===== src/rtl/tacr_pkg.sv =====
package tacr_pkg;

    localparam int unsigned SampleWidth = 12;

    localparam logic [2:0] MODE_START_WRITE = 3'd0;
    localparam logic [2:0] MODE_START_READ  = 3'd1;
    localparam logic [2:0] MODE_WRITE_BYTE  = 3'd2;
    localparam logic [2:0] MODE_READ_BYTE   = 3'd3;
    localparam logic [2:0] MODE_TAKE_COMP   = 3'd4;

    localparam logic [3:0] FN_TEMP0    = 4'h0;
    localparam logic [3:0] FN_AUX      = 4'h2;
    localparam logic [3:0] FN_TEMP1    = 4'h4;
    localparam logic [3:0] FN_DRV_X    = 4'h8;
    localparam logic [3:0] FN_DRV_Y    = 4'h9;
    localparam logic [3:0] FN_DRV_YX   = 4'hA;
    localparam logic [3:0] FN_SETUP    = 4'hB;
    localparam logic [3:0] FN_MEAS_X   = 4'hC;
    localparam logic [3:0] FN_MEAS_Y   = 4'hD;
    localparam logic [3:0] FN_MEAS_Z1  = 4'hE;
    localparam logic [3:0] FN_MEAS_Z2  = 4'hF;

    localparam logic [1:0] ERR_OK         = 2'd0;
    localparam logic [1:0] ERR_EXTRA_BYTE = 2'd1;
    localparam logic [1:0] ERR_RESERVED   = 2'd2;

    localparam logic CFG_TEMPERATURE = 1'b0;
    localparam logic CFG_AUX         = 1'b1;

    localparam logic [SampleWidth-1:0] TEMP_RESET = 12'h300;
    localparam logic [SampleWidth-1:0] AUX_RESET  = 12'h800;

    localparam logic [1:0] READ_INDEX_MAX = 2'd2;
    localparam logic [1:0] Z2_RELEASE     = 2'd3;

    typedef struct packed {
        logic [2:0]             mode;
        logic [7:0]             data_byte;
        logic [SampleWidth-1:0] touch_x;
        logic [SampleWidth-1:0] touch_y;
        logic [SampleWidth-1:0] touch_z1;
        logic [SampleWidth-1:0] touch_z2;
    } t_in_item;

    typedef struct packed {
        logic [7:0] read_data;
        logic       completion;
        logic [1:0] error_code;
    } t_out_item;

endpackage


===== src/rtl/touch_adc_command_responder.sv =====
// Bus-slave command responder for a resistive touchscreen converter.
// Each input transfer carries one bus event (start write, start read, command
// byte, read byte or completion query) together with the live touch codes.
// Each accepted input transfer yields exactly one output transfer holding the
// read byte, the completion flag and an error code.
// An input transfer is registered in the input register, decoded against the
// block state as it leaves that register, and its result is registered in the
// result register, where it is valid on the output until taken. One transfer
// per cycle is sustained while the output is not stalled; the rate is set by
// the single decode stage between the input and result registers.
// When the output is stalled the result register holds its value, the input
// register fills behind it, and then o_in_stall rises until the output moves.
// The two reading registers are written through the configuration channel,
// which is always ready; write them only while no transfer is in flight.
// Synchronous active-low reset empties both registers, clears command state
// except held frame data, and restores default temperature and aux readings.
module touch_adc_command_responder (
    input  logic                             i_clk,
    input  logic                             i_rst_n,
    input  logic                             i_in_valid,
    output logic                             o_in_stall,
    input  tacr_pkg::t_in_item               i_in_item,
    output logic                             o_out_valid,
    input  logic                             i_out_stall,
    output tacr_pkg::t_out_item              o_out_item,
    input  logic                             i_cfg_valid,
    output logic                             o_cfg_ready,
    input  logic                             i_cfg_index,
    input  logic [tacr_pkg::SampleWidth-1:0] i_cfg_data
);
    import tacr_pkg::*;

    logic      r_s1_valid;
    t_in_item  r_s1_item;
    logic      r_out_valid;
    t_out_item r_out_item;
    t_out_item core_result;
    logic      out_load;
    logic      s1_fire;
    logic      in_take;

    assign out_load    = !r_out_valid || !i_out_stall;
    assign s1_fire     = r_s1_valid && out_load;
    assign in_take     = i_in_valid && !o_in_stall;
    assign o_in_stall  = r_s1_valid && !out_load;
    assign o_out_valid = r_out_valid;
    assign o_out_item  = r_out_item;
    assign o_cfg_ready = 1'b1;

    tacr_core u_core (
        .i_clk       (i_clk),
        .i_rst_n     (i_rst_n),
        .i_fire      (s1_fire),
        .i_item      (r_s1_item),
        .i_cfg_we    (i_cfg_valid && o_cfg_ready),
        .i_cfg_index (i_cfg_index),
        .i_cfg_data  (i_cfg_data),
        .o_result    (core_result)
    );

    always_ff @(posedge i_clk) begin
        if (!i_rst_n) begin
            r_s1_valid  <= 1'b0;
            r_out_valid <= 1'b0;
        end else begin
            if (!r_s1_valid || s1_fire) begin
                r_s1_valid <= in_take;
            end
            if (out_load) begin
                r_out_valid <= s1_fire;
            end
        end
    end

    always_ff @(posedge i_clk) begin
        if (in_take) begin
            r_s1_item <= i_in_item;
        end
        if (s1_fire) begin
            r_out_item <= core_result;
        end
    end

endmodule


===== src/rtl/tacr_core.sv =====
module tacr_core (
    input  logic                        i_clk,
    input  logic                        i_rst_n,
    input  logic                        i_fire,
    input  tacr_pkg::t_in_item          i_item,
    input  logic                        i_cfg_we,
    input  logic                        i_cfg_index,
    input  logic [tacr_pkg::SampleWidth-1:0] i_cfg_data,
    output tacr_pkg::t_out_item         o_result
);
    import tacr_pkg::*;

    logic [SampleWidth-1:0] r_temp, n_temp;
    logic [SampleWidth-1:0] r_aux, n_aux;
    logic [7:0]             r_cmd, n_cmd;
    logic [1:0]             r_idx, n_idx;
    logic [3:0]             r_setup, n_setup;
    logic [SampleWidth-1:0] r_result, n_result;
    logic [SampleWidth-1:0] r_frame [4];
    logic [SampleWidth-1:0] n_frame [4];
    logic                   r_held, n_held;
    logic [1:0]             r_z2cnt, n_z2cnt;
    logic                   r_await, n_await;
    logic                   r_pend, n_pend;

    logic [3:0]             cmd_fn;
    logic [3:0]             cur_fn;
    logic                   eight;
    logic [SampleWidth-1:0] sel_x, sel_y, sel_z1, sel_z2;
    logic [1:0]             z2_inc;

    always_comb begin
        cmd_fn = i_item.data_byte[7:4];
        cur_fn = r_cmd[7:4];
        eight  = r_cmd[1];
        sel_x  = r_held ? r_frame[0] : i_item.touch_x;
        sel_y  = r_held ? r_frame[1] : i_item.touch_y;
        sel_z1 = r_held ? r_frame[2] : i_item.touch_z1;
        sel_z2 = r_held ? r_frame[3] : i_item.touch_z2;
        z2_inc = r_z2cnt + 2'd1;

        n_temp   = r_temp;
        n_aux    = r_aux;
        n_cmd    = r_cmd;
        n_idx    = r_idx;
        n_setup  = r_setup;
        n_result = r_result;
        n_frame  = r_frame;
        n_held   = r_held;
        n_z2cnt  = r_z2cnt;
        n_await  = r_await;
        n_pend   = r_pend;
        o_result = '0;

        if (i_cfg_we) begin
            if (i_cfg_index == CFG_TEMPERATURE) begin
                n_temp = i_cfg_data;
            end else begin
                n_aux = i_cfg_data;
            end
        end

        if (i_fire) begin
            case (i_item.mode)
                MODE_START_WRITE: begin
                    n_await = 1'b1;
                    n_pend  = 1'b0;
                end
                MODE_START_READ: begin
                    n_await = 1'b0;
                    n_pend  = 1'b0;
                    n_idx   = '0;
                end
                MODE_WRITE_BYTE: begin
                    if (!r_await) begin
                        o_result.error_code = ERR_EXTRA_BYTE;
                    end else begin
                        n_cmd   = i_item.data_byte;
                        n_idx   = '0;
                        n_pend  = 1'b1;
                        n_await = 1'b0;
                        if (cmd_fn == FN_DRV_YX && !r_held) begin
                            n_frame[0] = i_item.touch_x;
                            n_frame[1] = i_item.touch_y;
                            n_frame[2] = i_item.touch_z1;
                            n_frame[3] = i_item.touch_z2;
                            n_held     = 1'b1;
                            n_z2cnt    = '0;
                        end
                        case (cmd_fn)
                            FN_SETUP: begin
                                if (i_item.data_byte[2]) begin
                                    n_setup  = '0;
                                    n_result = '0;
                                end else begin
                                    n_setup = i_item.data_byte[3:0];
                                end
                            end
                            FN_TEMP0, FN_TEMP1: n_result = r_temp;
                            FN_AUX:             n_result = r_aux;
                            FN_DRV_X, FN_DRV_Y, FN_DRV_YX: n_result = '0;
                            FN_MEAS_X:          n_result = sel_x;
                            FN_MEAS_Y:          n_result = sel_y;
                            FN_MEAS_Z1:         n_result = sel_z1;
                            FN_MEAS_Z2:         n_result = sel_z2;
                            default: begin
                                n_result            = '0;
                                o_result.error_code = ERR_RESERVED;
                            end
                        endcase
                    end
                end
                MODE_READ_BYTE: begin
                    if (r_idx == 2'd0) begin
                        o_result.read_data = r_result[11:4];
                    end else if (!eight) begin
                        o_result.read_data = {r_result[3:0], 4'b0000};
                    end
                    if (r_idx != READ_INDEX_MAX) begin
                        n_idx = r_idx + 2'd1;
                    end
                    if (cur_fn == FN_MEAS_Z2 && r_held &&
                        ((eight && r_idx == 2'd0) || (!eight && r_idx == 2'd1))) begin
                        if (z2_inc == Z2_RELEASE) begin
                            n_held  = 1'b0;
                            n_z2cnt = '0;
                        end else begin
                            n_z2cnt = z2_inc;
                        end
                    end
                end
                MODE_TAKE_COMP: begin
                    o_result.completion = r_pend;
                    n_pend              = 1'b0;
                end
                default: begin
                end
            endcase
        end
    end

    always_ff @(posedge i_clk) begin
        if (!i_rst_n) begin
            r_temp   <= TEMP_RESET;
            r_aux    <= AUX_RESET;
            r_cmd    <= '0;
            r_idx    <= '0;
            r_setup  <= '0;
            r_result <= '0;
            r_held   <= 1'b0;
            r_z2cnt  <= '0;
            r_await  <= 1'b0;
            r_pend   <= 1'b0;
        end else begin
            r_temp   <= n_temp;
            r_aux    <= n_aux;
            r_cmd    <= n_cmd;
            r_idx    <= n_idx;
            r_setup  <= n_setup;
            r_result <= n_result;
            r_held   <= n_held;
            r_z2cnt  <= n_z2cnt;
            r_await  <= n_await;
            r_pend   <= n_pend;
        end
    end

    always_ff @(posedge i_clk) begin
        r_frame <= n_frame;
    end

endmodule


===== config.mk =====
export PLATFORM = sky130hd
export DESIGN_NAME = touch_adc_command_responder
export DESIGN_NICKNAME = d
export VERILOG_FILES = /design/src/rtl/tacr_pkg.sv /design/src/rtl/touch_adc_command_responder.sv /design/src/rtl/tacr_core.sv
export SDC_FILE = /design/constraint.sdc
export NUM_CORES = 1
export LEC_CHECK = 0
export BUFFER_PORTS_ARGS = -buffer_cell sky130_fd_sc_hd__clkbuf_2
export CAP_MARGIN = 20
export CELL_PAD_IN_SITES_DETAIL_PLACEMENT = 1
export CELL_PAD_IN_SITES_GLOBAL_PLACEMENT = 1
export CORE_MARGIN = 8
export CORE_UTILIZATION = 35
export DETAILED_ROUTE_END_ITERATION = 12
export PLACE_DENSITY = 0.61
export SLEW_MARGIN = 20
export SYNTH_ARGS = -nofsm -noshare
export SYNTH_HDL_FRONTEND = slang
export SYNTH_SLANG_ARGS = --single-unit

===== constraint.sdc =====
create_clock -name i_clk -period 5.9 [get_ports i_clk]
set_input_delay 1.18 -clock i_clk [delete_from_list [all_inputs] [get_ports i_clk]]
set_output_delay 1.18 -clock i_clk [all_outputs]
set_load 0.02 [all_outputs]

### Yosys cells after proc, flatten, opt, wreduce, memory -nomap -nowiden

Index checks and enable logic that the tools add are counted.

| word-level totals | value |
|---|---|
| flip-flop bits (word level) | 171 |
| output and inout bits | 14 |
| word-level logic and storage cells | 118 |
| input bits | 77 |

| operators by class | value |
|---|---|
| multiplexer cells | 26 |
| reductions and logical operators | 40 |
| bitwise logic cells | 1 |
| add/subtract/negate cells | 2 |
| equal/unequal tests | 24 |

Operators with widths:

| operator | number |
|---|---|
| case mux 12 bit (7 select lines) | 1 |
| 2-to-1 mux 12 bit | 5 |
| equality test 4 bit, second input constant | 9 |
| 2-to-1 mux 8 bit | 2 |
| 2-to-1 mux 2 bit | 7 |
| AND reduction 4 bit | 3 |
| OR reduction 11 bit | 1 |
| != test 2 x 1 -> 1 bit, second input constant | 5 |
| logical AND 1 bit | 8 |
| AND reduction 2 bit | 4 |
| logical NOT 1 bit | 7 |
| equality test 3 x 2 -> 1 bit, second input constant | 2 |
| 2-to-1 mux 1 bit | 6 |
| case mux 1 bit (2 select lines) | 3 |
| case mux 2 bit (3 select lines) | 1 |
| AND reduction 3 bit | 2 |
| AND reduction 6 bit | 1 |
| nonzero test 2 bit | 3 |
| AND reduction 5 bit | 1 |
| adder 2 x 1 -> 2 bit, second input constant | 2 |
| equality test 4 x 2 -> 1 bit, second input constant | 1 |
| equality test 4 x 3 -> 1 bit, second input constant | 1 |
| logical NOT 4 bit | 1 |
| != test 2 bit, second input constant | 2 |
| 12 further kinds | 15 |

### Depth between registers and ports, before layout

| logic depth | value |
|---|---|
| word-level depth | 6 |
| gate-level depth with buffers | 7 |

### Hierarchy

A second synthesis with hierarchy kept.

| unflattened totals | value |
|---|---|
| cell total of the unflattened synthesis | 497 |
| area, all modules | 6,663.9 um2 |

Modules (own cells, without submodules):

| module | cells each | area an instance (um2) | times used |
|---|---|---|---|
| tacr_core | 417 | 4,466.8 | 1 |
| touch_adc_command_responder | 80 | 2,197.1 | 1 |

### Worst setup path before layout

No wires, ideal clock.

| timing | value |
|---|---|
| kind | input port to flip-flop |
| from | input port i_out_stall |
| to | register u_core.r_held |
| stages | 5 |
| data arrival time | 4,981 ps |
| slack | 847 ps |
| setup time | 72 ps |
| required time | 5,828 ps |
| path through | a21bo_4 or2_1 buf_6 nor4_2 o221a_1 |

| on the way | value |
|---|---|
| longest elaborated chain between the ends | 4 |

RTL lines:

| item | RTL line | source |
|---|---|---|
| from (decl) | touch_adc_command_responder.sv:24 | `input logic i_out_stall,` |
| logical NOT 1 bit | touch_adc_command_responder.sv:42 | `assign out_load = !r_out_valid \|\| !i_out_stall;` |
| logical OR 1 bit | touch_adc_command_responder.sv:42 |  |
| logical AND 1 bit | touch_adc_command_responder.sv:43 | `assign s1_fire = r_s1_valid && out_load;` |
| AND reduction 6 bit (no line) | - |  |
| to (signal assigned) | tacr_core.sv:161 | `r_held <= n_held;` |
| to (decl) | tacr_core.sv:21 | `logic r_held, n_held;` |

Every way passes these cells.
A chain may end at the register's enable or synchronous reset.

### Final worst setup path

| timing | value |
|---|---|
| from | register u_core.r_held |
| to | register u_core.r_result[5] |

| on the way | value |
|---|---|
| longest elaborated chain between the ends | 2 |
| elaborated cells between the ends (all ways) | 5 |
| classes of those cells | mux (5) |

RTL lines:

| item | RTL line | source |
|---|---|---|
| 2-to-1 mux 12 bit (on tied branches) | - |  |
| case mux 12 bit (7 select lines) (*) | tacr_core.sv:90 | `case (cmd_fn)` |
| to (signal assigned) | tacr_core.sv:160 | `r_result <= n_result;` |
| to (decl) | tacr_core.sv:18 | `logic [SampleWidth-1:0] r_result, n_result;` |

Every way passes the cells marked *; elsewhere a longest branch is shown, timed or not.

==> summary.txt <==
Status
  • Result of the run: finished clean

Power
  • Proportion of power drawn by flip-flops and latches: a little over half
  • Int Pwr: roughly 2.0 mW
  • Switching share of total power: between 20% and 30%
  • Overall power consumption: about 2.5 mW
  • PD cells: about 320 nW/um^2
  • Maximum VDD drop: 0.185 mV
  • Clock network power share: 43.5%
  • Switching component of the power: 0.564 mW
  • Static Leak: ~2.7 nW
  • Combinational group share of total power: under 10%

Synthesis
  • Unique masters post-synth: between 40 and 50
  • Most area-hungry cell type in the Yosys netlist: sky130_fd_sc_hd__edfxtp_1
  • Synth Flop Type: sky130_fd_sc_hd__edfxtp_1
  • Mean instance size in the synthesized netlist: between 10 and 15 sq um
  • Fraction of synthesized cell area taken by the top area cell type: between 50% and 60%
  • Sequential element share of the synthesized area: around 67%
  • Warning count from the yosys run: 0
  • Post-synthesis instance area: 6670 sq um
  • Count of flip-flops with a built-in enable after synthesis: 116
  • Largest cells by area after synthesis: sky130_fd_sc_hd__edfxtp_1, sky130_fd_sc_hd__dfxtp_1, sky130_fd_sc_hd__mux2i_1
  • Number of register bits inferred by synthesis: approximately 170
  • Synth Net Count: 575
  • Count of mapped cells out of synthesis: between 400 and 500
  • FFs w/ async S/R, synth: 0%

Clock network
  • Cts hold-fix bufs: 0
  • Worst-path clk slew: 0.07 ns
  • Number of CTS-inserted buffers: 17
  • Clock tree root driver cell: sky130_fd_sc_hd__clkbuf_16
  • Insertion delay of the later-clocked pin in the worst-skew pair: 0.43 ns
  • Sinks on the clock net: about 170
  • Maximum buffer depth of the clock tree: 2
  • Number of gates resized after CTS: 0
  • Total number of H-tree levels: 4
  • TritonCTS clock tree: yes
  • Number of buffers inserted by post-CTS setup repair: 0

Floorplanning
  • DIE AREA: approximately 24000 sq um
  • Total I/O pin count: ~90
  • Die height: roughly 150 microns
  • Initial standard-cell utilization of the core: approximately 36%
  • Overall die width: about 150 microns
  • Placement row count: 50
  • Floorplan core area: ~19000 sq um

Placed design
  • Cell count after placement: 788
  • Port bufs: between 80 and 90
  • Weighted congestion at the end of routability-driven global placement: between 0.7 and 0.8
  • Worst setup slack before clock tree synthesis: roughly 2.7 ns
  • Final HPWL DP: approximately 11 mm

Run
  • MaxCap Viol Count: 0

STA
  • Worst slew margin: 27.7%
  • Top achievable clock speed: roughly 0.33 GHz
  • Slew at the pin closest to its max-slew limit: between 1 and 1.5 ns
  • Worst clock skew on the final layout: about 0.012 ns
  • Final setup TNS: 0 ns
  • Crit path setup slack, layout: a little under 3 ns
  • Hold Violations, Final: 0
  • Final cycle utilization of the critical path: 50.7%
  • Unrepaired setup endpoints after global routing: false
  • Time the worst path needs with I/O delays and setup: 2.99 ns
  • Final Slew Violations: 0
  • Total of endpoints with negative setup slack in the final report: 0

Routing
  • Count of antenna-violating nets left after detailed routing: 0
  • Wire length per cell after detailed routing: between 15 and 20 microns
  • Drc violations: 0
  • DR pass1 iterations: 4
  • Post-Route WL: between 15 and 20 mm
  • Vias per std cell: between 5 and 6
  • Total via count in the routed design: between 4k and 5k
  • First DRT Iteration DRCs: between 200 and 250

Final layout
  • Area of the multi-input gates: approximately 2000 sq um
  • Net count of the finished layout: ~650
  • Most frequent cells in the layout: sky130_fd_sc_hd__edfxtp_1, sky130_fd_sc_hd__clkbuf_2, sky130_fd_sc_hd__nand2_1
  • Fill count: 1925
  • Number of antenna repair diodes: 0
  • Share of layout cells above drive strength 1: 21.9%
  • Leading cell type in the layout, fill and taps excluded: sky130_fd_sc_hd__edfxtp_1
  • Final cell count without fillers: 819
  • Layout overhead on the synthesized area: 18.1%
  • FF+latch area: ~4500 sq um

Worst setup path
  • Critical-path maximum fanout: 28
  • Data arrival, critical path: 3.26 ns
  • Register-to-Register Setup Slack: approximately 2.9 ns
  • CP Capture Type: register
  • Required time of the worst setup path: 6.17 ns
  • Launching element type of the critical path: register
  • Class of the most critical setup path: reg -> reg

Global route
  • GR Util All Layers: 14.0%
  • Vias in the first global route: around 4.7k
  • Remaining global-route overflow: 0
  • Largest net degree at the start of global routing: 58
  • Wire length of the first global-routing pass: ~25 mm
  • Initial antenna violation count: 0

Hold path
  • Classification of the worst-slack hold path: reg -> reg
==> cells by family after synthesis <==
group / synth area share (%)
AO/OA/AOI/OAI: 11.4
adder cells (fa/ha/maj): 0.563
buffers and inverters: 2.67
flip-flops: 67.3
multiplexers: 7.51
other: 0.0563
AND/OR/NAND/NOR: 10.5
==> final cells by class <==
| cell class | count | share of cell area (%) |
|---|---|---|
| flip-flops and latches | 166 | 57.0 |
| clock buffers | 17 | 5.41 |
| clock inverters | 14 | 1.92 |
| inverters | 6 | 0.286 |
| multi-input cells | 292 | 25.9 |
| repair buffers | 90 | 5.82 |
| well taps | 234 | 3.72 |
==> metrics by stage <==
stage                     cell area [sq um]  hold slack, ns  utilization (%)
after floorplan                        6670           0.422                -
after global placement                 7280           0.438             38.9
after detailed placement               7280           0.434             38.9
after CTS                              7860           0.445             42.0
after global routing                   7870           0.455             42.1
final                                  7870           0.446             42.1
==> power groups by stage <==
stage | clock (mW) | sequential [mW] | combinational, mW
2_1_floorplan | 0 | 1.32 | 0.0648
3_5_place_dp | 0 | 1.34 | 0.113
4_1_cts | 1.13 | 1.31 | 0.114
6_report | 1.10 | 1.31 | 0.112
3_3_place_gp | 0 | 1.34 | 0.109
5_1_grt | 1.16 | 1.32 | 0.124
==> layer usage <==
metal / share of wire, % / wire (microns) / track usage (%)
met4: 1.7 / 279 / 5.41
met1: 44 / 7100 / 16.5
met2: 50 / 8020 / 23.6
met3: 4.5 / 728 / 4.20
met5: 0 / 0 / 0
==> state kept, by name (all words and copies together), names as in the netlist <==
| signal | count |
|---|---|
| u_core.r_held | 1 |
| u_core.r_await | 1 |
| u_core.r_temp | 12 |
| u_core.r_frame | 48 |
| u_core.r_aux | 12 |
| u_core.r_z2cnt | 2 |
| u_core.r_idx | 2 |
| r_s1_valid | 1 |
| r_s1_item | 57 |
| o_out_valid | 1 |
| u_core.r_result | 12 |
| o_out_item | 11 |
| u_core.r_cmd | 5 |
| u_core.r_pend | 1 |
==> final timing paths <==
check	start	endpoint	cells past startpoint
worst max-delay path	u_core.r_held	u_core.r_result[5]	5
worst min-delay path	r_s1_item[8]	u_core.r_frame[8]	0
worst max register to register	u_core.r_held	u_core.r_result[5]	5
worst min register to register	r_s1_item[8]	u_core.r_frame[8]	0
==> critical path: stages (launching register included) <==
cell and delay [ns]:
sky130_fd_sc_hd__dfxtp_2 0.79, sky130_fd_sc_hd__buf_4 0.53, sky130_fd_sc_hd__mux2i_1 0.28, sky130_fd_sc_hd__o22ai_1 0.17
sky130_fd_sc_hd__a2111oi_0 0.87, sky130_fd_sc_hd__o2bb2ai_1 0.15
==> cells in the mapped netlist (4+ instances only) <==
library cell	n
sky130_fd_sc_hd__nand3_1	5
sky130_fd_sc_hd__a21boi_0	27
sky130_fd_sc_hd__nand2_1	65
sky130_fd_sc_hd__o2bb2ai_1	21
sky130_fd_sc_hd__and3_1	4
sky130_fd_sc_hd__clkbuf_1	11
sky130_fd_sc_hd__nand3b_1	6
sky130_fd_sc_hd__edfxtp_1	116
sky130_fd_sc_hd__a2111oi_0	12
sky130_fd_sc_hd__dfxtp_1	50
sky130_fd_sc_hd__a211oi_1	5
sky130_fd_sc_hd__nor3_1	6
sky130_fd_sc_hd__nor2_1	19
sky130_fd_sc_hd__o22ai_1	12
sky130_fd_sc_hd__mux2i_1	50
sky130_fd_sc_hd__buf_2	16
sky130_fd_sc_hd__inv_1	6
sky130_fd_sc_hd__nand2b_1	9
sky130_fd_sc_hd__nor3b_1	4
sky130_fd_sc_hd__nor2b_1	6
sky130_fd_sc_hd__a21oi_1	10
Power figures use the tool's default switching activity.
